$ cat config.mk
export PLATFORM = sky130hd
export DESIGN_NAME = qrr_back
export DESIGN_NICKNAME = d
export VERILOG_FILES = /design/src/rtl/qrr_pkg.sv /design/src/rtl/qrr_back.sv
export SDC_FILE = /design/constraint.sdc
export NUM_CORES = 2
export LEC_CHECK = 0
export BUFFER_PORTS_ARGS = -buffer_cell sky130_fd_sc_hd__buf_2
export CAP_MARGIN = 20
export CORE_ASPECT_RATIO = 2
export CORE_MARGIN = 2
export CORE_UTILIZATION = 35
export CTS_CLUSTER_DIAMETER = 40
export DETAILED_ROUTE_END_ITERATION = 12
export GPL_TIMING_DRIVEN = 1
export PLACE_DENSITY = 0.49
export SKIP_CTS_REPAIR_TIMING = 1
export SLEW_MARGIN = 40
export SYNTH_ARGS = -nofsm -noshare
export SYNTH_HDL_FRONTEND = slang
export SYNTH_SLANG_ARGS = --single-unit
$ cat constraint.sdc
create_clock -name i_clk -period 20.7 [get_ports i_clk]
set_input_delay 0 -clock i_clk [delete_from_list [all_inputs] [get_ports i_clk]]
set_output_delay 0 -clock i_clk [all_outputs]
set_load 0.05 [all_outputs]
$ cat src/rtl/qrr_pkg.sv
// Shared types, widths and constants for the quintic rest-to-rest profile generator.
package qrr_pkg;

    localparam int MAX_STEPS   = 63;
    localparam int ANGLE_W     = 20;
    localparam int DELTA_W     = 21;
    localparam int IDX_W       = 6;
    localparam int PH_W        = 17;
    localparam int FRAC        = 16;
    localparam int ONE_Q16     = 65536;
    localparam int TABLE_N     = 1 << IDX_W;
    localparam int BLEND_W     = 22;
    localparam int PROD_W      = 43;
    localparam int SUM_W       = 28;
    localparam int QUEUE_DEPTH = 2;
    localparam int QPTR_W      = 1;
    localparam int QCNT_W      = 2;
    localparam int PIPE_LAST   = 7;

    localparam logic [IDX_W-1:0] NUM_STEPS_RST = IDX_W'(MAX_STEPS);

    localparam logic signed [BLEND_W-1:0] C_S3 = 22'sd10;
    localparam logic signed [BLEND_W-1:0] C_S4 = 22'sd15;
    localparam logic signed [BLEND_W-1:0] C_S5 = 22'sd6;

    localparam logic signed [SUM_W-1:0] ANGLE_MAX = 28'sd524287;
    localparam logic signed [SUM_W-1:0] ANGLE_MIN = -28'sd524288;

    typedef struct packed {
        logic signed [ANGLE_W-1:0] start;
        logic signed [DELTA_W-1:0] delta;
        logic [IDX_W-1:0]          n;
        logic [PH_W-1:0]           step_q;
        logic [IDX_W-1:0]          step_r;
    } t_job;

    typedef struct packed {
        logic [IDX_W-1:0]          idx;
        logic                      last;
        logic signed [ANGLE_W-1:0] start;
        logic signed [DELTA_W-1:0] delta;
    } t_tag;

    typedef struct packed {
        logic full;
        logic empty;
    } t_q_stat;

endpackage

$ cat src/rtl/qrr_back.sv
// Sample engine: phase sequencer, power/blend pipeline, scaling, saturation, output register.
module qrr_back (
    input  logic                                i_clk,
    input  logic                                i_rst_n,
    input  qrr_pkg::t_job                       i_head,
    input  qrr_pkg::t_q_stat                    i_q_stat,
    output logic                                o_pop,
    output logic                                o_out_valid,
    input  logic                                i_out_stall,
    output logic signed [qrr_pkg::ANGLE_W-1:0]  o_angle,
    output logic [qrr_pkg::IDX_W-1:0]           o_step_index,
    output logic                                o_last
);

    localparam int PW = 2 * qrr_pkg::PH_W;

    logic                        w_en;
    logic                        w_issue;
    logic                        r_busy;
    logic [qrr_pkg::PIPE_LAST:0] r_vld;
    qrr_pkg::t_job               r_job;
    logic [qrr_pkg::IDX_W-1:0]   r_i;
    logic [qrr_pkg::PH_W-1:0]    r_acc;
    logic [qrr_pkg::IDX_W-1:0]   r_rem;
    logic [qrr_pkg::IDX_W:0]     w_rsum;
    logic                        w_wrap;
    logic [qrr_pkg::IDX_W-1:0]   n_rem;
    logic [qrr_pkg::PH_W-1:0]    n_acc;
    logic                        w_is_last;

    qrr_pkg::t_tag               r_tag [qrr_pkg::PIPE_LAST+1];

    logic [qrr_pkg::PH_W-1:0]    r_s0, r_s1, r_s2, r_s3;
    logic [qrr_pkg::PH_W-1:0]    r_sq1, r_cu2, r_cu3, r_cu4, r_qu3, r_qu4, r_fi4;
    logic [PW-1:0]               w_p1, w_p2, w_p3, w_p4;
    logic signed [qrr_pkg::BLEND_W-1:0] w_blend, r_blend;
    logic signed [qrr_pkg::PROD_W-1:0]  w_prod, r_prod, w_shift;
    logic signed [qrr_pkg::SUM_W-1:0]   w_sum;
    logic signed [qrr_pkg::ANGLE_W-1:0] r_angle, w_sat;

    assign w_en      = !(r_vld[qrr_pkg::PIPE_LAST] && i_out_stall);
    assign w_issue   = w_en && r_busy;
    assign o_pop     = w_en && !r_busy && !i_q_stat.empty;
    assign w_is_last = (r_i == r_job.n);

    // next phase = floor((i+1) * 65536 / n), kept as quotient plus remainder
    assign w_rsum = {1'b0, r_rem} + {1'b0, r_job.step_r};
    assign w_wrap = (w_rsum >= {1'b0, r_job.n});
    assign n_rem  = w_wrap ? qrr_pkg::IDX_W'(w_rsum - {1'b0, r_job.n}) : w_rsum[qrr_pkg::IDX_W-1:0];
    assign n_acc  = r_acc + r_job.step_q + qrr_pkg::PH_W'(w_wrap);

    always_ff @(posedge i_clk) begin
        if (!i_rst_n) begin
            r_busy <= 1'b0;
            r_vld  <= '0;
        end else if (w_en) begin
            r_vld <= {r_vld[qrr_pkg::PIPE_LAST-1:0], r_busy};
            if (!r_busy) begin
                r_busy <= !i_q_stat.empty;
            end else if (w_is_last) begin
                r_busy <= 1'b0;
            end
        end
    end

    always_ff @(posedge i_clk) begin
        if (o_pop) begin
            r_job <= i_head;
            r_i   <= '0;
            r_acc <= '0;
            r_rem <= '0;
        end else if (w_issue) begin
            r_i   <= r_i + 1'b1;
            r_acc <= n_acc;
            r_rem <= n_rem;
        end
    end

    assign w_p1 = {{qrr_pkg::PH_W{1'b0}}, r_s0}  * {{qrr_pkg::PH_W{1'b0}}, r_s0};
    assign w_p2 = {{qrr_pkg::PH_W{1'b0}}, r_sq1} * {{qrr_pkg::PH_W{1'b0}}, r_s1};
    assign w_p3 = {{qrr_pkg::PH_W{1'b0}}, r_cu2} * {{qrr_pkg::PH_W{1'b0}}, r_s2};
    assign w_p4 = {{qrr_pkg::PH_W{1'b0}}, r_qu3} * {{qrr_pkg::PH_W{1'b0}}, r_s3};

    assign w_blend = $signed({{(qrr_pkg::BLEND_W-qrr_pkg::PH_W){1'b0}}, r_cu4}) * qrr_pkg::C_S3
                   - $signed({{(qrr_pkg::BLEND_W-qrr_pkg::PH_W){1'b0}}, r_qu4}) * qrr_pkg::C_S4
                   + $signed({{(qrr_pkg::BLEND_W-qrr_pkg::PH_W){1'b0}}, r_fi4}) * qrr_pkg::C_S5;

    assign w_prod  = qrr_pkg::PROD_W'($signed(r_tag[5].delta)) * qrr_pkg::PROD_W'(r_blend);
    assign w_shift = r_prod >>> qrr_pkg::FRAC;
    assign w_sum   = qrr_pkg::SUM_W'(w_shift) + qrr_pkg::SUM_W'($signed(r_tag[6].start));

    always_comb begin
        if (w_sum > qrr_pkg::ANGLE_MAX) begin
            w_sat = qrr_pkg::ANGLE_W'(qrr_pkg::ANGLE_MAX);
        end else if (w_sum < qrr_pkg::ANGLE_MIN) begin
            w_sat = qrr_pkg::ANGLE_W'(qrr_pkg::ANGLE_MIN);
        end else begin
            w_sat = w_sum[qrr_pkg::ANGLE_W-1:0];
        end
    end

    always_ff @(posedge i_clk) begin
        if (w_en) begin
            if (r_busy) begin
                r_s0            <= r_acc;
                r_tag[0].idx    <= r_i;
                r_tag[0].last   <= w_is_last;
                r_tag[0].start  <= r_job.start;
                r_tag[0].delta  <= r_job.delta;
            end
            for (int k = 1; k <= qrr_pkg::PIPE_LAST; k++) begin
                r_tag[k] <= r_tag[k-1];
            end
            r_s1    <= r_s0;
            r_sq1   <= w_p1[2*qrr_pkg::FRAC:qrr_pkg::FRAC];
            r_s2    <= r_s1;
            r_cu2   <= w_p2[2*qrr_pkg::FRAC:qrr_pkg::FRAC];
            r_s3    <= r_s2;
            r_cu3   <= r_cu2;
            r_qu3   <= w_p3[2*qrr_pkg::FRAC:qrr_pkg::FRAC];
            r_cu4   <= r_cu3;
            r_qu4   <= r_qu3;
            r_fi4   <= w_p4[2*qrr_pkg::FRAC:qrr_pkg::FRAC];
            r_blend <= w_blend;
            r_prod  <= w_prod;
            r_angle <= w_sat;
        end
    end

    assign o_out_valid  = r_vld[qrr_pkg::PIPE_LAST];
    assign o_angle      = r_angle;
    assign o_step_index = r_tag[qrr_pkg::PIPE_LAST].idx;
    assign o_last       = r_tag[qrr_pkg::PIPE_LAST].last;

endmodule

==> results.md <==
* Crit path arrival time at 8800 ps
* Worst EP required at 21,170 ps
* Syn_area_per_cell at 10.7 µm²
* Post-synthesis mux area share at 0.0804%
* Slew margin rel. at 38.9%
* Post-synthesis simple-gate area fraction at 11.4%
* Syn Std Cell Area at 0.0778 mm²
* Most frequent cells in the layout: 1,700 x inv_1, 1,402 x fa_1, 1,035 x nand2_1
* XOR/XNOR Fraction of Synth Area at 2.36%
* DP Wirelength at 160,000 µm
* Kind of cell adding the most delay to the critical path: adder cells
* Num ports at 104
* Compound-Gate Fraction of Synth Area at 3.96%
* Status: complete, no violations
* Overall routing resource usage at 17.8%
* Critical path depth at 25
* CTS H-tree lvls at 3
* Pre-CTS setup slack at 12,270 ps
* Share of cells above drive strength 1 at 6.05%
* Die H at 671 µm
* Most Frequent Cell on Critical Path: fa_1
* Worst Setup Path Type: flop to flop
* CP max stage cell: edfxtp_1
* First-pass GRT wire length at 309,000 µm
* Top area cells in the synthesized netlist: fa_1 36%, edfxtp_1 25%, ha_1 11%
* Reg-to-reg endpoint: r_prod[42]$_DFFE_PN_
* Root Buffer: clkbuf_16
* Clock skew at 81.1 ps
* Layout area overhead at 11.6%
* RSZ-0062 raised after global routing: false
* Share of the synthesized area in the top cell type at 36.1%
* Post-synthesis sequential area ratio at 26.0%
* Die area at 0.226 mm²
* Placer Congestion at 0.832
* Worst slew pin tran at 917 ps
* Reg2Reg Launch Point: r_blend[21]$_DFFE_PN_
* CP startpoint: r_blend[21]$_DFFE_PN_
* CTS tree: done
* Core Region at 0.221 mm²
* Initial antenna violation count at 2
* Setup crit start kind: flop
* Nets@finish at 9,620
* IO buf count at 102
* Global route overflow at 0
* TNS Setup at 0 ps
* Most common cell after layout, fill and taps aside: inv_1
* Reg clk slew, reported paths at 60 ps
* Worst R2R Path Depth at 25
* Maximum net fanout on the critical path at 21
* CP Capture Type: flop
* Post-Synth Adder-Cell Area at 46.7%
* R2r setup slk at 12,370 ps
* Hold crit path type: primary input to flop
* Largest net degree at the start of global routing at 72
* EDFF count, synth at 648
* Buf/Inv on CP at 5
* Antenna viol nets, final at 0
* Wire per inst at 18.7 µm
* Final setup viols at 0
* Vias in the first global route at 57,100
* Yosys top cell by area: fa_1
* CTS Sinks at 686
* Tcrit/Tclk final at 40.2%
* CP max stage delay at 810 ps
* Later-pin clock latency in the skew report at 750 ps
* Final Max Slew Viols at 0
* Synth Register Bits at 686
* Synth cell types at 88
* Main combinational cell family by area after synthesis: adder cells
* Max-Cap Viols at 0
* Vias at 50,100
* CTS max path bufs at 3
* Final hold violation count at 0
* Final wirelength at 197,000 µm
* Vias/cell at 4.76
* Starting density of the core at 35.2%
* Clock buffer count from CTS at 97
* 1st-iter DRT viols at 1,752
* YS warnings at 0
* Final min period at 8330 ps
* Die X at 337 µm
* DRT Pass-1 Iters at 7
* Setup ws final at 12,370 ps
* Setup crit end: r_prod[42]$_DFFE_PN_
* Maximum clock frequency at 0.120 GHz
* Std cell rows at 244
* Cells after synthesis at 7,289
* Synthesized Nets at 9,424
* FFs w/ async S/R, synth at 0%
* Most used flip-flop cell after synthesis: edfxtp_1
* Remaining DRCs at 0
state kept, by name, summed over array words and instances (netlist names):
register	cells
r_cu3	17
r_cu4	17
r_s0	17
r_s1	17
r_tag	322
r_rem	6
r_job	70
o_angle	20
r_s2	17
r_i	6
r_prod	27
r_s3	17
r_busy	1
r_blend	22
r_cu2	17
r_vld	8
r_fi4	17
r_acc	17
r_qu4	17
r_qu3	17
r_sq1	17
final cells by class:
| type | instances | area, µm² |
|---|---|---|
| fillers | 21800 | 134000 |
| diodes | 2 | 5.00 |
| multi-input cells | 4632 | 50100 |
| inverters | 1703 | 6400 |
| repair buffers | 365 | 3070 |
| flip-flops and latches | 686 | 20200 |
| clock buffers | 108 | 2470 |
| well taps | 2952 | 3690 |
| clock inverters | 73 | 826 |
cell families after synthesis:
kind of cell / count (synthesis)
simple gates: 1902
xor+xnor: 210
fa+ha+maj: 2060
flops: 686
compound gates: 454
buf+inv: 1971
mux: 6
how the worst min path moves through the flow:
| stage | from | slack, ps | endpoint | depth (start not counted) |
|---|---|---|---|---|
| floorplan | i_head[0] | 100 | r_job[0]$_DFFE_PP_ | 0 |
| global placement | i_head[19] | 180 | r_job[19]$_DFFE_PP_ | 1 |
| detailed placement | i_head[15] | 180 | r_job[15]$_DFFE_PP_ | 1 |
| CTS | i_head[15] | -640 | r_job[15]$_DFFE_PP_ | 1 |
| global route | i_head[29] | -7 | r_job[29]$_DFFE_PP_ | 2 |
| finish | i_head[69] | 20 | r_job[69]$_DFFE_PP_ | 2 |
synthesized netlist by cell type (43+ instances only):
master       n
inv_1     1701
fa_1      1402
nand2_1   1035
ha_1       658
edfxtp_1   648
and2_1     490
clkbuf_1   252
nor2_1     185
xnor2_1    156
a21oi_1    138
o21ai_0     59
a21o_1      55
xor2_1      54
nor3_1      43
stage by stage:
step	cell area, µm²	instances	util, %	hold WS [ps]
floorplan	77800	7289	-	98.9
finish	86800	10500	39.3	16.0
detailed placement	82100	10200	37.1	178
global placement	81600	10200	36.9	178
CTS	85400	10400	38.6	-639
global route	86800	10500	39.3	-7.08
per-layer routing:
| metal | vias up | global-route usage, % | routed length, µm |
|---|---|---|---|
| li1 | 22600 | - | - |
| met1 | 26100 | 15.7 | 61000 |
| met5 | - | 0 | 0 |
| met2 | 886 | 38.0 | 120000 |
| met4 | 0 | 9.06 | 10800 |
| met3 | 514 | 1.76 | 4830 |
Power is left out: the tool's default activity adds up to more than one toggle a clock period on the data nets, which glitch-free logic cannot reach.
