[src/rtl/qrr_pkg.sv]
// Shared types, widths and constants for the quintic rest-to-rest profile generator.
package qrr_pkg;

    localparam int MAX_STEPS   = 63;
    localparam int ANGLE_W     = 20;
    localparam int DELTA_W     = 21;
    localparam int IDX_W       = 6;
    localparam int PH_W        = 17;
    localparam int FRAC        = 16;
    localparam int ONE_Q16     = 65536;
    localparam int TABLE_N     = 1 << IDX_W;
    localparam int BLEND_W     = 22;
    localparam int PROD_W      = 43;
    localparam int SUM_W       = 28;
    localparam int QUEUE_DEPTH = 2;
    localparam int QPTR_W      = 1;
    localparam int QCNT_W      = 2;
    localparam int PIPE_LAST   = 7;

    localparam logic [IDX_W-1:0] NUM_STEPS_RST = IDX_W'(MAX_STEPS);

    localparam logic signed [BLEND_W-1:0] C_S3 = 22'sd10;
    localparam logic signed [BLEND_W-1:0] C_S4 = 22'sd15;
    localparam logic signed [BLEND_W-1:0] C_S5 = 22'sd6;

    localparam logic signed [SUM_W-1:0] ANGLE_MAX = 28'sd524287;
    localparam logic signed [SUM_W-1:0] ANGLE_MIN = -28'sd524288;

    typedef struct packed {
        logic signed [ANGLE_W-1:0] start;
        logic signed [DELTA_W-1:0] delta;
        logic [IDX_W-1:0]          n;
        logic [PH_W-1:0]           step_q;
        logic [IDX_W-1:0]          step_r;
    } t_job;

    typedef struct packed {
        logic [IDX_W-1:0]          idx;
        logic                      last;
        logic signed [ANGLE_W-1:0] start;
        logic signed [DELTA_W-1:0] delta;
    } t_tag;

    typedef struct packed {
        logic full;
        logic empty;
    } t_q_stat;

endpackage

[src/rtl/qrr_front.sv]
// Front end: step-count register, input accept, delta and phase-step lookup per move.
module qrr_front (
    input  logic                                i_clk,
    input  logic                                i_rst_n,
    input  logic                                i_cfg_valid,
    input  logic [qrr_pkg::IDX_W-1:0]           i_cfg_data,
    output logic                                o_cfg_ready,
    input  logic                                i_in_valid,
    output logic                                o_in_stall,
    input  logic signed [qrr_pkg::ANGLE_W-1:0]  i_start_angle,
    input  logic signed [qrr_pkg::ANGLE_W-1:0]  i_target_angle,
    input  qrr_pkg::t_q_stat                    i_q_stat,
    output logic                                o_push,
    output qrr_pkg::t_job                       o_job
);

    logic [qrr_pkg::IDX_W-1:0] r_num_steps;
    logic [qrr_pkg::IDX_W-1:0] w_n;
    logic [qrr_pkg::PH_W-1:0]  w_tq [qrr_pkg::TABLE_N];
    logic [qrr_pkg::IDX_W-1:0] w_tr [qrr_pkg::TABLE_N];

    always_ff @(posedge i_clk) begin
        if (!i_rst_n) begin
            r_num_steps <= qrr_pkg::NUM_STEPS_RST;
        end else if (i_cfg_valid) begin
            r_num_steps <= i_cfg_data;
        end
    end

    assign o_cfg_ready = 1'b1;

    // 65536 / n split into quotient and remainder, one entry per step count
    for (genvar g = 0; g < qrr_pkg::TABLE_N; g++) begin : g_rcp
        localparam int Dv = (g == 0) ? 1 : g;
        assign w_tq[g] = qrr_pkg::PH_W'(qrr_pkg::ONE_Q16 / Dv);
        assign w_tr[g] = qrr_pkg::IDX_W'(qrr_pkg::ONE_Q16 % Dv);
    end

    always_comb begin
        if (r_num_steps == '0) begin
            w_n = qrr_pkg::IDX_W'(1);
        end else if (int'(r_num_steps) > qrr_pkg::MAX_STEPS) begin
            w_n = qrr_pkg::IDX_W'(qrr_pkg::MAX_STEPS);
        end else begin
            w_n = r_num_steps;
        end
    end

    assign o_in_stall   = i_q_stat.full;
    assign o_push       = i_in_valid && !i_q_stat.full;
    assign o_job.start  = i_start_angle;
    assign o_job.delta  = qrr_pkg::DELTA_W'(i_target_angle) - qrr_pkg::DELTA_W'(i_start_angle);
    assign o_job.n      = w_n;
    assign o_job.step_q = w_tq[w_n];
    assign o_job.step_r = w_tr[w_n];

endmodule

[config.mk]
export PLATFORM = sky130hd
export DESIGN_NAME = qrr_front
export DESIGN_NICKNAME = d
export VERILOG_FILES = /design/src/rtl/qrr_pkg.sv /design/src/rtl/qrr_front.sv
export SDC_FILE = /design/constraint.sdc
export NUM_CORES = 1
export LEC_CHECK = 0
export ABC_AREA = 1
export BUFFER_PORTS_ARGS = -buffer_cell sky130_fd_sc_hd__buf_2
export CAP_MARGIN = 10
export CORE_MARGIN = 4
export CORE_UTILIZATION = 49
export DETAILED_ROUTE_END_ITERATION = 7
export GPL_ROUTABILITY_DRIVEN = 1
export MAX_ROUTING_LAYER = met4
export PLACE_DENSITY = 0.87
export RECOVER_POWER = 50
export SKIP_CTS_REPAIR_TIMING = 1
export SYNTH_ARGS = -nofsm -noshare
export SYNTH_HDL_FRONTEND = slang
export SYNTH_SLANG_ARGS = --single-unit
export TNS_END_PERCENT = 50
[constraint.sdc]
create_clock -name i_clk -period 3 [get_ports i_clk]
set_clock_uncertainty 0.15 [all_clocks]
set_input_delay 0.6 -clock i_clk [delete_from_list [all_inputs] [get_ports i_clk]]
set_output_delay 0.6 -clock i_clk [all_outputs]
set_load 0.005 [all_outputs]
==> metrics, run 1 <==
result of the run completed; diodes inserted 0; biggest area consumer among synthesized cells sky130_fd_sc_hd__nand2_1; number of standard cells after synthesis 619; layout cells sized above 1 around 25%; signal arrival time at the worst endpoint 2.21 ns; CP endpoint kind output port; Sinks on Clock Net 6; crit-path max FO 39; clock latency on the worst-skew pair 0.22 ns; Post-Synth Adder-Cell Area 10.6%; power per standard cell area 249 nW/um^2; first-pass GRT wire length 18,100 um; leakage 2.44 nW; number of hold-slack violations in the final timing report 0; Yosys warnings 0; Final WS setup around 0.038 ns; vias in the first global route 4,022; final antenna-violating net count 0; cells along the critical path buf_4 > inv_1 > nand2_1 > nor2_1 > a211oi_1 > o211ai_1 > buf_2; kind of start point of the critical path flip-flop; Die Height 89.4 um; total grt overflow 0; share of flip-flops with an asynchronous set or reset after synthesis 0%; number of enable-type register cells in the synthesized netlist 0; maximum vdd ir drop 395 uV; pin slew with the least headroom to its limit 0.596 ns; clk slew on worst S/H paths roughly 0.040 ns; time the worst path needs with I/O delays and setup between 2 and 3 ns; number of buffers created by CTS 3; TritonCTS clock tree yes; worst min-delay path category flip-flop to flip-flop; count of cell types in the netlist between 40 and 50; port buffer count 122; type of the setup path with the least slack flip-flop to output port; Syn-to-layout area delta 20.5%; layout net count 808; stage delay of the slowest cell on the critical path 0.37 ns; Std-Cell Core Area about 6400 um^2; slowest CP cell sky130_fd_sc_hd__buf_4; x dimension of the die 89.4 um; clock tree root driver cell sky130_fd_sc_hd__clkbuf_8; Routed Wire Length 11,700 um; count of endpoints failing setup in the final report 0; share of the clock period used by the worst path after layout a little over nine tenths; leading cell types by total area after synthesis sky130_fd_sc_hd__nand2_1, sky130_fd_sc_hd__inv_1, sky130_fd_sc_hd__ha_1; area fraction of the dominant cell type after synthesis roughly a quarter; final HPWL from detailed placement 9530 um; fraction of the mapped netlist area in compound gates 13.7%; overall routing resource usage 29.3%; number of storage elements in the synthesis netlist 6; Rel. slew slack 60.3%; violation count after the first detailed-route iteration 414; initial antenna violation count 0; placed cell areas 3820 um^2; vias post-DR ~4,400; count of final max-slew check failures 0; proportion of synthesized area in mux cells 0.309%; total iterations of the first detailed-routing run 6; site row count 29; top-level port count 125; Max Fclk ~340 MHz; post-route standard cell area excluding fillers 3910 um^2; DRC Markers 0; die outline area 7980 um^2; post-detailed-route wirelength per cell 14.5 um; number of levels the H-tree was split into 1; post-synthesis net count 698; setup repair after global routing missed its margin yes; largest registers r_num_steps: 6 flops; leading register cell type out of synthesis sky130_fd_sc_hd__dfxtp_1; maximum number of pins on one net before global-route repair 40; area fraction in and, or, nand and nor cells after synthesis 46.7%; max-cap violation count 0; dominant combinational cell family by area after synthesis simple AND/OR/NAND/NOR gates; CTS max path bufs 2; Netlist Area Pre-Place 3240 um^2; drt via density 5.48; Design Power 974 uW; Critical Path RT 2.25 ns; number of flip-flops in the largest register 6; final estimated routing congestion in global placement 1.06; proportion of synthesized chip area in sequential cells 3.70%; Mapped Avg Cell Area approximately 5.2 um^2; XOR/XNOR share of the synthesized area 2.97%; pre-CTS setup slack -0.00167 ns; largest reg by FF count r_num_steps; starting density of the core 50.8%
-- cells in the final DEF, fill, tap and decap left out, types with 2 or more instances in the layout --
| cell | instances |
|---|---|
| sky130_fd_sc_hd__nand2_1 | 213 |
| sky130_fd_sc_hd__buf_2 | 114 |
| sky130_fd_sc_hd__inv_1 | 99 |
| sky130_fd_sc_hd__nand3_1 | 53 |
| sky130_fd_sc_hd__nor2_1 | 37 |
| sky130_fd_sc_hd__a21oi_1 | 29 |
| sky130_fd_sc_hd__buf_4 | 27 |
| sky130_fd_sc_hd__ha_1 | 26 |
| sky130_fd_sc_hd__nand2_2 | 13 |
| sky130_fd_sc_hd__o211ai_1 | 13 |
| sky130_fd_sc_hd__o21ai_0 | 13 |
| sky130_fd_sc_hd__nand4_1 | 10 |
| sky130_fd_sc_hd__xor2_1 | 10 |
| sky130_fd_sc_hd__clkbuf_1 | 8 |
| sky130_fd_sc_hd__inv_2 | 7 |
| sky130_fd_sc_hd__o21ai_1 | 7 |
| sky130_fd_sc_hd__dfxtp_1 | 6 |
| sky130_fd_sc_hd__o2111ai_1 | 5 |
| sky130_fd_sc_hd__nand3b_1 | 4 |
| sky130_fd_sc_hd__nand3_2 | 3 |
| sky130_fd_sc_hd__nor2_2 | 3 |
| sky130_fd_sc_hd__nand2_4 | 3 |
| sky130_fd_sc_hd__clkbuf_8 | 3 |
| sky130_fd_sc_hd__nor2_4 | 2 |
| sky130_fd_sc_hd__nor3_1 | 2 |
-- critical path: cells and delay by family, from the launching register on --
kind | cells | cell delay, ns
buf+inv | 3 | 0.90
compound gates | 2 | 0.50
flops | 1 | 0.33
simple gates | 2 | 0.26
-- stage by stage --
step           util, %  setup TNS, ns  cells  hold WS, ns
6_report          61.2              0    804        0.419
5_1_grt           61.2         -0.169    804        0.456
4_1_cts           60.4        -0.0899    800        0.432
3_5_place_dp      59.8       -0.00167    797        0.423
3_3_place_gp      59.8              0    797        0.392
2_1_floorplan        -              0    619        0.494
-- layout make-up --
type,count,area (um^2)
Fill cell,646,2480
Tap cell,77,96.3
Clock buffer,3,41.3
Sequential cell,6,120
Inverter,107,404
Multi-Input combinational cell,462,2440
Timing Repair Buffer,149,803
-- cells by family after synthesis --
family | after synthesis
buffers and inverters | 151
XOR/XNOR | 11
AO/OA/AOI/OAI | 74
other | 1
AND/OR/NAND/NOR | 348
adder cells (fa/ha/maj) | 27
flip-flops | 6
multiplexers | 1
-- cell usage after synthesis (all sizes together) (3+ instances only) --
master and number:
nand4 10, nand3 56, a21oi 29, nor2 43
nand3b 4, nor3 3, buf 36, dfxtp 6
xor2 10, inv 107, o211ai 13, nand2 229
o2111ai 5, clkbuf 8, o21ai 21, ha 26
-- worst paths after layout --
check,start,cells after the start,endpoint,slack [ns]
worst min-delay path,r_num_steps[1],2,r_num_steps[1],0.42
worst max-delay path,r_num_steps[3],7,o_job[3],0.04
worst max register to register,r_num_steps[3],3,r_num_steps[3],1.43
worst min register to register,r_num_steps[1],2,r_num_steps[1],0.42
-- layer usage --
| metal | global-route usage (%) | part of all wire [%] | vias up |
|---|---|---|---|
| met1 | 34.1 | 38 | 1913 |
| met3 | 3.69 | 12 | 52 |
| li1 | - | - | 2156 |
| met5 | - | 0 | - |
| met2 | 49.5 | 47 | 287 |
| met4 | 14.2 | 4.1 | 0 |
-- power by group --
part           total (mW)  leakage (nW)  internal [mW]  switching, mW
Clock               0.120        0.0216         0.0861         0.0337
Sequential         0.0905        0.0501         0.0860        0.00451
Combinational       0.764          2.37          0.301          0.463
Note: power is estimated with default switching activity, not from simulation.
==> run 2, diff against run 1 <==
- CTS_BUF_LIST: default -> sky130_fd_sc_hd__clkbuf_4
- PLACE_DENSITY: 0.87 -> default
- PLACE_DENSITY_LB_ADDON: default -> 0.15
==> run 2 against run 1 <==
Global-route usage down 0.58 points. Final area grew 0.35%. Clock power shrank 40%. Final cell count shrank 0.25%. Largest cell class unchanged. Highest routed layer unchanged. Largest power group unchanged.
==> metrics, run 2 (synthesis results as in run 1) <==
result of the run completed (unchanged); Critical Path RT 2.25 ns (about the same); CTS max path bufs 2 (unchanged); starting density of the core 50.8% (unchanged); total grt overflow 0 (unchanged); leakage 2.46 nW (was 2.44 nW); kind of start point of the critical path primary input (was flip-flop); Final WS setup 0.0949 ns (was 0.0384 ns); TritonCTS clock tree yes (unchanged); pre-CTS setup slack -0.0594 ns (was -0.00167 ns); crit-path max FO 4 (was 39); Die Height 89.4 um (unchanged); final total negative setup slack 0 ns (unchanged); site row count 29 (unchanged); die outline area 7980 um^2 (unchanged); drt via density 5.52 (was 5.48); clock latency on the worst-skew pair 0.24 ns (was 0.22 ns); Syn-to-layout area delta 20.9% (was 20.5%); most used cells in the layout excluding fill and tap cells sky130_fd_sc_hd__nand2_1, sky130_fd_sc_hd__buf_2, sky130_fd_sc_hd__inv_1, sky130_fd_sc_hd__nand3_1, sky130_fd_sc_hd__nor2_1 (unchanged); top-level port count 125 (unchanged); Sinks on Clock Net 6 (unchanged); port buffer count 122 (unchanged); clk slew on worst S/H paths 0.04 ns (about the same); fin cells 802 (was 804); cells along the critical path buf_2 > ha_2 > fa_2 > inv_1 > nand3_2 > nand3_4 > nand2_1 > nand2_1 > buf_4 > xor2_1 > buf_2 (was buf_4 > inv_1 > nand2_1 > nor2_1 > a211oi_1 > o211ai_1 > buf_2); final HPWL from detailed placement 9210 um (was 9530 um); vias post-DR 4,427 (was 4,408); violation count after the first detailed-route iteration 252 (was 414); vias in the first global route 4,058 (was 4,022); first-pass GRT wire length 17,800 um (was 18,100 um); stage delay of the slowest cell on the critical path 0.36 ns (was 0.37 ns); count of endpoints failing setup in the final report 0 (unchanged); Std-Cell Core Area 6390 um^2 (unchanged); most frequent standard cell in the layout excluding fill and tap cells sky130_fd_sc_hd__nand2_1 (unchanged); time the worst path needs with I/O delays and setup 2.91 ns (was 2.96 ns); overall routing resource usage 28.7% (was 29.3%); count of final max-slew check failures 0 (unchanged); Max Fclk 344 MHz (was 338 MHz); Routed Wire Length 11,600 um (was 11,700 um); largest reg by FF count r_num_steps (unchanged); number of instances in the placed design 793 (was 797); x dimension of the die 89.4 um (unchanged); worst hold margin 0.428 ns (was 0.419 ns); clock tree root driver cell sky130_fd_sc_hd__clkbuf_4 (was sky130_fd_sc_hd__clkbuf_8); post-route standard cell area excluding fillers 3920 um^2 (was 3910 um^2); diodes inserted 0 (unchanged); layout cells sized above 1 26.5% (was 24.9%); maximum number of pins on one net before global-route repair 40 (unchanged); final estimated routing congestion in global placement 1.01 (was 1.06); max-cap violation count 0 (unchanged); post-detailed-route wirelength per cell 14.5 um (about the same); signal arrival time at the worst endpoint 2.16 ns (was 2.21 ns); largest registers r_num_steps: 6 flops (unchanged); total iterations of the first detailed-routing run 5 (was 6); number of flip-flops in the largest register 6 (unchanged); placed cell areas 3790 um^2 (was 3820 um^2); worst min-delay path category primary input to flip-flop (was flip-flop to flip-flop); type of the setup path with the least slack primary input to output port (was flip-flop to output port); final antenna-violating net count 0 (unchanged); slowest CP cell sky130_fd_sc_hd__fa_2 (was sky130_fd_sc_hd__buf_4); layout net count 806 (was 808); number of levels the H-tree was split into 1 (unchanged); initial antenna violation count 0 (unchanged); number of buffers created by CTS 3 (unchanged); FILL cells 660 (was 646); share of the clock period used by the worst path after layout 96.8% (was 98.7%); power per standard cell area 237 nW/um^2 (was 249 nW/um^2); maximum vdd ir drop 299 uV (was 395 uV); number of hold-slack violations in the final timing report 0 (unchanged); CP endpoint kind output port (unchanged); DRC Markers 0 (unchanged)
[run 2: changes by cell type in the layout (fill, tap and decap cells not counted), sizes merged]
| cell | change |
|---|---|
| clkbuf | -7 |
| buf | +5 |
[run 2: final cells by class]
type	instances	area (um^2)	share of cell area [%]
well taps	77	96.3	2.46
multi-input cells	462	2460	62.9
clock buffers	3	22.5	0.574
flip-flops and latches	6	121	3.10
repair buffers	147	810	20.6
inverters	107	407	10.4
[run 2: worst max-delay path: cells and delay by family]
kind	cells	cell delay (ns)
adders and majority gates	2	0.56
buffers and inverters	4	0.46
and+or+nand+nor	4	0.38
xor gates and xnor gates	1	0.15
[run 2: final timing paths]
path	depth (start not counted)	slack [ns]	end	start
setup / recovery	11	0.09	o_job[35]	i_start_angle[0]
hold / removal	3	0.43	r_num_steps[1]	i_cfg_data[1]
setup reg to reg	4	1.55	r_num_steps[3]	r_num_steps[3]
hold reg to reg	2	0.48	r_num_steps[0]	r_num_steps[0]
[run 2: routing by layer]
| layer | track usage [%] | wire (um) | vias to the layer above |
|---|---|---|---|
| met4 | 17.7 | 710 | 0 |
| met3 | 2.76 | 1090 | 78 |
| met2 | 49.7 | 5590 | 286 |
| met5 | - | 0 | - |
| met1 | 31.5 | 4250 | 1901 |
| li1 | - | - | 2162 |
[run 2: power by group]
part	switching [mW]	internal (mW)
Combinational	0.461	0.303
Sequential	0.00500	0.0859
Clock	0.0268	0.0451
[run 2: metrics by stage]
stage                     util [%]  total power, mW
final                         61.4            0.927
after global routing          61.4             1.02
after CTS                     59.6            0.898
after detailed placement      59.3            0.822
after global placement        59.3            0.818
after floorplan                  -            0.577
