--- src/rtl/qrr_pkg.sv ---
// Shared types, widths and constants for the quintic rest-to-rest profile generator.
package qrr_pkg;

    localparam int MAX_STEPS   = 63;
    localparam int ANGLE_W     = 20;
    localparam int DELTA_W     = 21;
    localparam int IDX_W       = 6;
    localparam int PH_W        = 17;
    localparam int FRAC        = 16;
    localparam int ONE_Q16     = 65536;
    localparam int TABLE_N     = 1 << IDX_W;
    localparam int BLEND_W     = 22;
    localparam int PROD_W      = 43;
    localparam int SUM_W       = 28;
    localparam int QUEUE_DEPTH = 2;
    localparam int QPTR_W      = 1;
    localparam int QCNT_W      = 2;
    localparam int PIPE_LAST   = 7;

    localparam logic [IDX_W-1:0] NUM_STEPS_RST = IDX_W'(MAX_STEPS);

    localparam logic signed [BLEND_W-1:0] C_S3 = 22'sd10;
    localparam logic signed [BLEND_W-1:0] C_S4 = 22'sd15;
    localparam logic signed [BLEND_W-1:0] C_S5 = 22'sd6;

    localparam logic signed [SUM_W-1:0] ANGLE_MAX = 28'sd524287;
    localparam logic signed [SUM_W-1:0] ANGLE_MIN = -28'sd524288;

    typedef struct packed {
        logic signed [ANGLE_W-1:0] start;
        logic signed [DELTA_W-1:0] delta;
        logic [IDX_W-1:0]          n;
        logic [PH_W-1:0]           step_q;
        logic [IDX_W-1:0]          step_r;
    } t_job;

    typedef struct packed {
        logic [IDX_W-1:0]          idx;
        logic                      last;
        logic signed [ANGLE_W-1:0] start;
        logic signed [DELTA_W-1:0] delta;
    } t_tag;

    typedef struct packed {
        logic full;
        logic empty;
    } t_q_stat;

endpackage

--- src/rtl/qrr_queue.sv ---
// Two-entry job queue between the front end and the sample engine.
module qrr_queue (
    input  logic             i_clk,
    input  logic             i_rst_n,
    input  logic             i_push,
    input  qrr_pkg::t_job    i_job,
    input  logic             i_pop,
    output qrr_pkg::t_job    o_head,
    output qrr_pkg::t_q_stat o_stat
);

    qrr_pkg::t_job              r_mem [qrr_pkg::QUEUE_DEPTH];
    logic [qrr_pkg::QPTR_W-1:0] r_wptr;
    logic [qrr_pkg::QPTR_W-1:0] r_rptr;
    logic [qrr_pkg::QCNT_W-1:0] r_cnt;
    logic                       w_do_push;
    logic                       w_do_pop;

    assign o_stat.full  = (r_cnt == qrr_pkg::QCNT_W'(qrr_pkg::QUEUE_DEPTH));
    assign o_stat.empty = (r_cnt == '0);
    assign w_do_push    = i_push && !o_stat.full;
    assign w_do_pop     = i_pop && !o_stat.empty;
    assign o_head       = r_mem[r_rptr];

    always_ff @(posedge i_clk) begin
        if (w_do_push) begin
            r_mem[r_wptr] <= i_job;
        end
    end

    always_ff @(posedge i_clk) begin
        if (!i_rst_n) begin
            r_wptr <= '0;
            r_rptr <= '0;
            r_cnt  <= '0;
        end else begin
            if (w_do_push) begin
                r_wptr <= r_wptr + 1'b1;
            end
            if (w_do_pop) begin
                r_rptr <= r_rptr + 1'b1;
            end
            if (w_do_push && !w_do_pop) begin
                r_cnt <= r_cnt + 1'b1;
            end else if (w_do_pop && !w_do_push) begin
                r_cnt <= r_cnt - 1'b1;
            end
        end
    end

endmodule

--- config.mk ---
export PLATFORM = sky130hd
export DESIGN_NAME = qrr_queue
export DESIGN_NICKNAME = d
export VERILOG_FILES = /design/src/rtl/qrr_pkg.sv /design/src/rtl/qrr_queue.sv
export SDC_FILE = /design/constraint.sdc
export NUM_CORES = 1
export LEC_CHECK = 0
export BUFFER_PORTS_ARGS = -buffer_cell sky130_fd_sc_hd__buf_2
export CAP_MARGIN = 20
export CORE_MARGIN = 2
export CORE_UTILIZATION = 30
export CTS_CLUSTER_DIAMETER = 120
export DETAILED_ROUTE_END_ITERATION = 8
export SETUP_SLACK_MARGIN = 0.5
export SLEW_MARGIN = 20
export SYNTH_ARGS = -nofsm -noshare
export SYNTH_HDL_FRONTEND = slang
export SYNTH_SLANG_ARGS = --single-unit
--- constraint.sdc ---
create_clock -name i_clk -period 5.6 [get_ports i_clk]
set_input_delay 0.28 -clock i_clk [delete_from_list [all_inputs] [get_ports i_clk]]
set_output_delay 0.28 -clock i_clk [all_outputs]
set_load 0.05 [all_outputs]
==> results of run 1 <==
==> worst max-delay path, delay by kind of cell, from the launching register on <==
kind,cells,cell delay [ns]
flip-flops,1,0.99
multiplexers,1,0.44
buffers and inverters,1,0.22
==> Yosys cell counts <==
| library cell | instances |
|---|---|
| edfxtp_1 | 140 |
| mux2_2 | 70 |
| buf_2 | 8 |
| dfxtp_1 | 5 |
| and2_1 | 3 |
| nor2_1 | 2 |
| xnor2_1 | 2 |
| a21boi_0 | 1 |
| a21boi_1 | 1 |
| and3_1 | 1 |
| ha_1 | 1 |
| inv_1 | 1 |
| inv_2 | 1 |
| nand2b_1 | 1 |
| nor3_2 | 1 |
| o21a_1 | 1 |
| o21ai_0 | 1 |
| o21ai_1 | 1 |
| or3_1 | 1 |
| xor2_1 | 1 |
==> flip-flops by register name (all words and copies together) (netlist names), named ones only <==
signal / count
r_wptr: 1
r_mem: 140
r_rptr: 1
r_cnt: 2
==> metal layers <==
metal / wire (um) / global-route usage / share of wire
met1: 3980 / 0.113 / 0.41
met2: 4990 / 0.188 / 0.51
met3: 660 / 0.0422 / 0.068
met4: 115 / 0.0503 / 0.012
met5: 13 / 0 / 0.0013
==> where the power goes <==
part           internal, mW  switching [mW]
Combinational         0.334           0.840
Sequential             1.37           0.107
Clock                 0.796           0.443
==> per-stage QoR <==
step | setup WS (ns) | hold slack (ns) | std cells | utilization
6_report | 3.24 | 0.0585 | 638 | 0.401
2_1_floorplan | 1.68 | 0.379 | 243 | -
5_1_grt | 3.12 | 0.0301 | 638 | 0.401
3_5_place_dp | 3.60 | 0.473 | 606 | 0.363
3_3_place_gp | 3.64 | 0.467 | 606 | 0.363
4_1_cts | 3.16 | 0.0286 | 638 | 0.401
==> final cells by class <==
type | instances | share of cell area
inverters | 2 | 0.00109
clock inverters | 15 | 0.0333
well taps | 225 | 0.0407
multi-input cells | 88 | 0.134
repair buffers | 146 | 0.106
flip-flops and latches | 145 | 0.623
clock buffers | 17 | 0.0615
==> logic make-up after synthesis <==
family / after synthesis / synth area share
flip-flops: 145 / 0.817
buffers and inverters: 10 / 0.00903
multiplexers: 70 / 0.150
XOR/XNOR: 3 / 0.00499
adder cells (fa/ha/maj): 1 / 0.00238
AO/OA/AOI/OAI: 5 / 0.00618
AND/OR/NAND/NOR: 9 / 0.0105
==> final timing paths <==
kind                  endpoint       from  slack [ns]
hold reg to reg       r_cnt[1]   r_cnt[1]        0.57
setup / recovery    o_head[43]   register        3.24
setup reg to reg  r_mem[0][42]   r_cnt[0]        3.62
hold / removal    r_mem[0][66]  i_job[66]        0.06
==> impl_metrics.toml, run 1 <==
[status]
outcome = "complete, no violations"

[placement]
place_hpwl_mm = 5.92
routabilityCongestion = 0.663
post_dp_cell_area_um2 = 6260
port_buffers = 145

[yosys]
synth_top_area_frac = 0.798
synth_fp_nets = 318
ys_warn_count = 0
syn_inst = 243
synth_area_um2 = 5270
synth_top_cell_by_area = "edfxtp_1"
synth-seq-cells = 145
syn_area_per_cell_um2 = 21.7
yosysSeqAreaShare = 0.817
synth_cell_types = 20
synth_area_leaders = "edfxtp_1, mux2_2, dfxtp_1"

[hold_path]
min_path_cells = 1
min_path_type = "input pin to register"

[finish]
multi_input_area_um2 = 926
area_delta_synth_final_pct = 31.2
fin_nets = 475
mostFrequentLayoutCell = "buf_2"
final_layout_size_suffix_gt1_frac = 0.608
diodes = 0
final_area_um2 = 6910
final-seq-area_um2 = 4310
fill_cells = 1574
mostFrequentLayoutCells = "buf_2, edfxtp_1, mux2_2, clkbuf_16, bufinv_16"

[critical_path]
cpPeakStageDelay_ns = 0.99
required_ns = 5.32
crit_chain = "mux2_2, buf_2"
path_class = "register to output port"
end_kind = "output port"
r2r_cells = 4
critPathArrivalTime_ns = 2.08
critPathLaunchType = "register"
worstPathMaxFanout = 70
cpMaxStageDelayCell = "dfxtp_4"

[detailed_routing]
avgViaCountPerCell = 4.30
num_vias = 2746
wl_mm = 9.76
antenna_left = 0
wl_per_cell_um = 15.3
first_pass_iters = 4
drt-initial-drc-count = 147
drc = 0

[timing]
maxSlewHeadroom = 0.326
worstMarginPinSlew_ns = 1.01
slew_violations = 0
min_period_ns = 2.36
setup_viol = 0
fmax_mhz = 424
skew_ns = 0.00442
finalSetupTns_ns = 0
hold_violations = 0
timing.final.crit_share = 0.421
rsz0062_at_grt = "false"

[global_routing]
grt_pass1_wl_mm = 14.7
grtUsageTotal = 0.107
grt_pass1_vias = 3013
gr-total-overflow = 0
grt_antenna_before_repair = 2
grt_max_degree = 72

[clocking]
post_cts_buffers = 0
cts_buffers = 17
cts_tree = "built"
clockBufferDepth = 2
hold_buffers = 0
htree_levels = 4
cts-resized-gates = 0
clk_pin_slew_ns = 0.06
root_buffer = "clkbuf_16"
clk_latency_ns = 0.41
clkSinkCount = 145

[floorplan]
dieArea_um2 = 18600
start_util = 0.306
rows = 48
coreArea_um2 = 17200
die_y_um = 136
io_pins = 146
die_x_um = 136

[job]
cap_violations = 0

[power_and_ir_drop]
p_leak_nw = 2.55
pwr_density_cell_nw_per_um2 = 563
vdd.ir_drop.worst_uv = 316
finalPower_mw = 3.89
Note: power is estimated with default switching activity, not from simulation.
==> run 2: changes to the inputs <==
==> constraint.sdc (replaced) <==
create_clock -name i_clk -period 2.2 [get_ports i_clk]
set_input_delay 0.11 -clock i_clk [delete_from_list [all_inputs] [get_ports i_clk]]
set_output_delay 0.11 -clock i_clk [all_outputs]
set_load 0.05 [all_outputs]
==> run 2 against run 1 <==
Against the previous run: worst hold slack improved by 0.021 ns; cell area grew 27%; critical path depth rose by 2; worst setup slack worse by 2.8 ns; global-route usage is 1.3 points higher; routed wire length is 21% higher; first-iteration DRC count fell by 5.4%; highest routed layer is now met4; sequential power grew 140%; combinational power rose to 4.3 times the previous value; clock power is 120% higher; clock-buffer cell count rose by 4; utilization rose by 11 points.
==> impl_metrics.toml, run 2 (synthesis gave the netlist of run 1 again) <==
[status]
outcome = "complete, no violations"

[finish]
mostFrequentLayoutCells = "edfxtp_1, buf_2, dlygate4sd3_1, buf_8, mux2_4"
largest-register = "r_mem"
fin_nets = 564
final_area_um2 = 8740
fill_cells = 1374
postLayoutCoreUtil = 0.507
final_cells = 727
final_layout_size_suffix_gt1_frac = 0.536
diodes = 0
reg.largest.list = "r_mem: 140 flops, r_cnt: 2 flops"
largest_reg_flops = 140
mostFrequentLayoutCell = "edfxtp_1"
area_delta_synth_final_pct = 66.0

[clocking]
clk_pin_slew_ns = 0.06
root_buffer = "clkbuf_16"
clockBufferDepth = 2
htree_levels = 4
clk_latency_ns = 0.41
cts_tree = "built"
cts_buffers = 17
clkSinkCount = 145

[critical_path]
end_kind = "output port"
required_ns = 2.09
crit_chain = "buf_12, clkbuf_16, mux2_4, buf_8"
cpPeakStageDelay_ns = 0.39
worstPathMaxFanout = 8
path_class = "register to output port"
critPathArrivalTime_ns = 1.63
cpMaxStageDelayCell = "dfxtp_4"
critPathLaunchType = "register"

[global_routing]
met1_usage = 0.137
grt_antenna_before_repair = 0
top_usage_layer = "met2"
grt_pass1_vias = 3248
grtUsageTotal = 0.120
gr-total-overflow = 0
met2_usage = 0.207
grt_pass1_wl_mm = 16.4
use_met3 = 0.0426
grt_max_degree = 37

[timing]
rsz0062_at_grt = "true"
slew_violations = 0
worstMarginPinSlew_ns = 0.510
timing.final.ws_setup_ns = 0.462
setup_viol = 0
maxSlewHeadroom = 0.660
timing.final.crit_share = 0.790
skew_ns = 0.00714
fmax_mhz = 575
min_period_ns = 1.74
hold_violations = 0

[detailed_routing]
drt-initial-drc-count = 139
wl_per_cell_um = 16.3
antenna_left = 0
first_pass_iters = 4
drc = 0
wl_mm = 11.8
avgViaCountPerCell = 4.24
num_vias = 3080

[job]
cap_violations = 0

[floorplan]
coreArea_um2 = 17200
die_y_um = 136
rows = 48
io_pins = 146
start_util = 0.306
die_x_um = 136
dieArea_um2 = 18600

[placement]
place_hpwl_mm = 6.51
port_buffers = 145
post_dp_cell_area_um2 = 6340
dp.cells = 611
routabilityCongestion = 0.730
pre_cts_ws_ns = 0.628

[power_and_ir_drop]
vdd.ir_drop.worst_uv = 749
p_leak_nw = 3.39
pwr_density_cell_nw_per_um2 = 1300

[hold_path]
min_path_type = "input pin to register"
run 2: per-layer routing:
layer,part of all wire,vias to the layer above
met3,0.046,10
met4,0.012,0
met1,0.41,1534
met2,0.53,84
met5,0,-
li1,-,1452
run 2: report_power, final:
part,internal (mW),switching (mW)
clock network,1.69,1.04
registers,3.48,0.125
logic,2.30,2.72
total,7.46,3.89
run 2: metrics by stage:
stage	power (mW)	TNS, ns	hold slack [ns]
4_1_cts	10.5	0	0.0477
3_3_place_gp	6.91	0	0.298
5_1_grt	11.8	0	0.100
6_report	11.3	0	0.0799
3_5_place_dp	6.95	0	0.301
2_1_floorplan	6.18	-37.73	0.209
run 2: path summary, 6_finish.rpt:
| kind | end | depth (start not counted) | slack, ns | startpoint |
|---|---|---|---|---|
| hold reg to reg | r_cnt[1] | 2 | 0.57 | r_cnt[1] |
| setup / recovery | o_head[64] | 4 | 0.46 | register |
| hold / removal | r_wptr | 3 | 0.08 | i_push |
| setup reg to reg | r_mem[1][19] | 3 | 0.64 | r_cnt[0] |
run 2: critical path, delay by kind of cell (launching register included):
family   cells  cell delay [ns]
buf+inv      3             0.50
mux          1             0.31
flops        1             0.39
run 2: cell type report:
type                            count  area [um^2]  area share
Sequential cell                   145         4310       0.493
Timing Repair Buffer              235         2440       0.279
Multi-Input combinational cell     88         1140       0.130
Clock buffer                       21          450      0.0515
Tap cell                          225          282      0.0322
Clock inverter                     11          114      0.0130
Inverter                            2         12.5     0.00143
run 2: what timing repair did:
action / CTS / global route
hold endpoints to repair: 145 / 0
gates resized for setup: 106 / 152
endpoints found under the setup margin: 64 / 66
buffers inserted: 4 / 1
hold buffers: 71 / 0
pin swaps: 0 / 0
cloned: 2 / 6
==> run 3: changes to the inputs <==
==> constraint.sdc (replaced) <==
create_clock -name i_clk -period 1.69 [get_ports i_clk]
set_input_delay 0.0845 -clock i_clk [delete_from_list [all_inputs] [get_ports i_clk]]
set_output_delay 0.0845 -clock i_clk [all_outputs]
set_load 0.05 [all_outputs]
==> run 3 against run 2 <==
Against the previous run: the flow now finishes with violations (negative setup slack); sequential share of layout area decreased by 4.6 points; highest routed layer unchanged; global-route usage up 1.4 points; clock skew increased by 0.0018 ns; critical path depth is the same; die area is the same.
==> impl_metrics.toml, run 3 (synthesis gave the netlist of run 1 again) <==
[placement]
routabilityCongestion = 0.684
port_buffers = 145
pre_cts_ws_ns = 0.163
post_dp_cell_area_um2 = 6370
dp.cells = 613
place_hpwl_mm = 6.54

[timing]
hold_violations = 0
min_period_ns = 1.70
rsz0062_at_grt = "true"
setup_viol = 12
worstMarginPinSlew_ns = 0.292
slew_violations = 0
timing.final.crit_share = 1.00
skew_ns = 0.00890
maxSlewHeadroom = 0.803
fmax_mhz = 589
timing.final.ws_setup_ns = -0.00747

[finish]
largest_reg_flops = 140
mostFrequentLayoutCells = "edfxtp_1, buf_2, dlygate4sd3_1, buf_8, mux2_4"
mostFrequentLayoutCell = "edfxtp_1"
area_delta_synth_final_pct = 83.5
final_layout_size_suffix_gt1_frac = 0.583
final_cells = 767
diodes = 0
fin_nets = 605
reg.largest.list = "r_mem: 140 flops, r_cnt: 2 flops"
largest-register = "r_mem"
final_area_um2 = 9660

[critical_path]
cpPeakStageDelay_ns = 0.40
rrSetupSlack_ns = 0.18
path_class = "register to output port"
r2r-end = "r_mem[1][36]"
required_ns = 1.61
r2r_start = "r_cnt[0]"
critPathArrivalTime_ns = 1.61
critPathLaunchType = "register"
end_kind = "output port"
crit_chain = "buf_8, buf_12, mux2_2, buf_6"
worstPathMaxFanout = 6
r2r_cells = 6
cpMaxStageDelayCell = "dfxtp_4"

[power_and_ir_drop]
p_leak_nw = 3.81
finalPower_mw = 16.1
pwr_density_cell_nw_per_um2 = 1670
vdd.ir_drop.worst_uv = 1080

[clocking]
cts_tree = "built"
htree_levels = 4
root_buffer = "clkbuf_16"
clk_pin_slew_ns = 0.06
clockBufferDepth = 2
cts_buffers = 17
clkSinkCount = 145
clk_latency_ns = 0.41

[global_routing]
gr-total-overflow = 0
grt_antenna_before_repair = 0
grt_max_degree = 25
grt_pass1_vias = 3442
grt_pass1_wl_mm = 18.1
grtUsageTotal = 0.134

[floorplan]
coreArea_um2 = 17200
start_util = 0.306
die_x_um = 136
dieArea_um2 = 18600
rows = 48
die_y_um = 136
io_pins = 146

[status]
outcome = "complete, but fails checks"
violations = "negative setup slack"

[detailed_routing]
drt-initial-drc-count = 104
num_vias = 3312
drc = 0
wl_mm = 14.0
wl_per_cell_um = 18.3
avgViaCountPerCell = 4.32
antenna_left = 0
first_pass_iters = 5

[hold_path]
min_path_cells = 3
hp-start = "i_push"
min_path_type = "input pin to register"
hold_path_end = "r_wptr"

[job]
cap_violations = 0
-- run 3: changes by cell type in the layout (fill, tap and decap cells not counted), sizes merged --
cell and delta:
clkinvlp -2, clkinv +2, bufinv +1, clkbuf +3, buf +36
-- run 3: worst max-delay path by stage --
| stage | to | cells after the start |
|---|---|---|
| final | o_head[46] | 4 |
| after global routing | o_head[15] | 4 |
| after CTS | o_head[69] | 3 |
| after detailed placement | r_cnt[1] | 6 |
| after global placement | r_cnt[1] | 6 |
| after floorplan | r_mem[0][0] | 3 |
-- run 3: through the flow --
step / TNS, ns / hold WS [ns] / util
final: -0.0441 / 0.0786 / 0.561
after global routing: -2.23 / 0.0882 / 0.561
after CTS: -0.673 / 0.0364 / 0.504
after detailed placement: 0 / 0.276 / 0.370
after global placement: 0 / 0.274 / 0.370
after floorplan: -86.74 / 0.183 / -
-- run 3: final cells by class --
class | instances | area (um^2)
Inverter | 2 | 12.5
Multi-Input combinational cell | 88 | 1220
Clock inverter | 12 | 143
Sequential cell | 145 | 4320
Tap cell | 225 | 282
Timing Repair Buffer | 276 | 3260
Clock buffer | 19 | 433
Fill cell | 1318 | 7570
-- run 3: report_power, final --
group / total, mW / internal, mW / switching, mW
combinational: 7.77 / 3.85 / 3.91
clock: 3.64 / 2.29 / 1.35
sequential: 4.72 / 4.54 / 0.182
total: 16.1 / 10.7 / 5.44
-- run 3: repair_timing --
| action | 4_1_cts | 5_1_grt |
|---|---|---|
| setup endpoints to repair | 215 | 213 |
| setup buffers | 18 | 9 |
| gates resized for setup | 165 | 170 |
| gates cloned | 11 | 14 |
| endpoints found under the hold margin | 145 | 0 |
| hold buffers | 71 | 0 |
| pin swaps | 4 | 5 |
-- run 3: layer usage --
| metal | share of wire | track usage | vias to the layer above |
|---|---|---|---|
| li1 | - | - | 1549 |
| met1 | 0.43 | 0.157 | 1666 |
| met2 | 0.52 | 0.227 | 86 |
| met3 | 0.041 | 0.0467 | 11 |
| met4 | 0.0094 | 0.0492 | 0 |
| met5 | 0 | 0 | - |
-- run 3: worst max-delay path: cells and delay by family, from the launching register on --
family,cells,cell delay (ns)
buffers and inverters,3,0.45
DFF,1,0.40
muxes,1,0.34
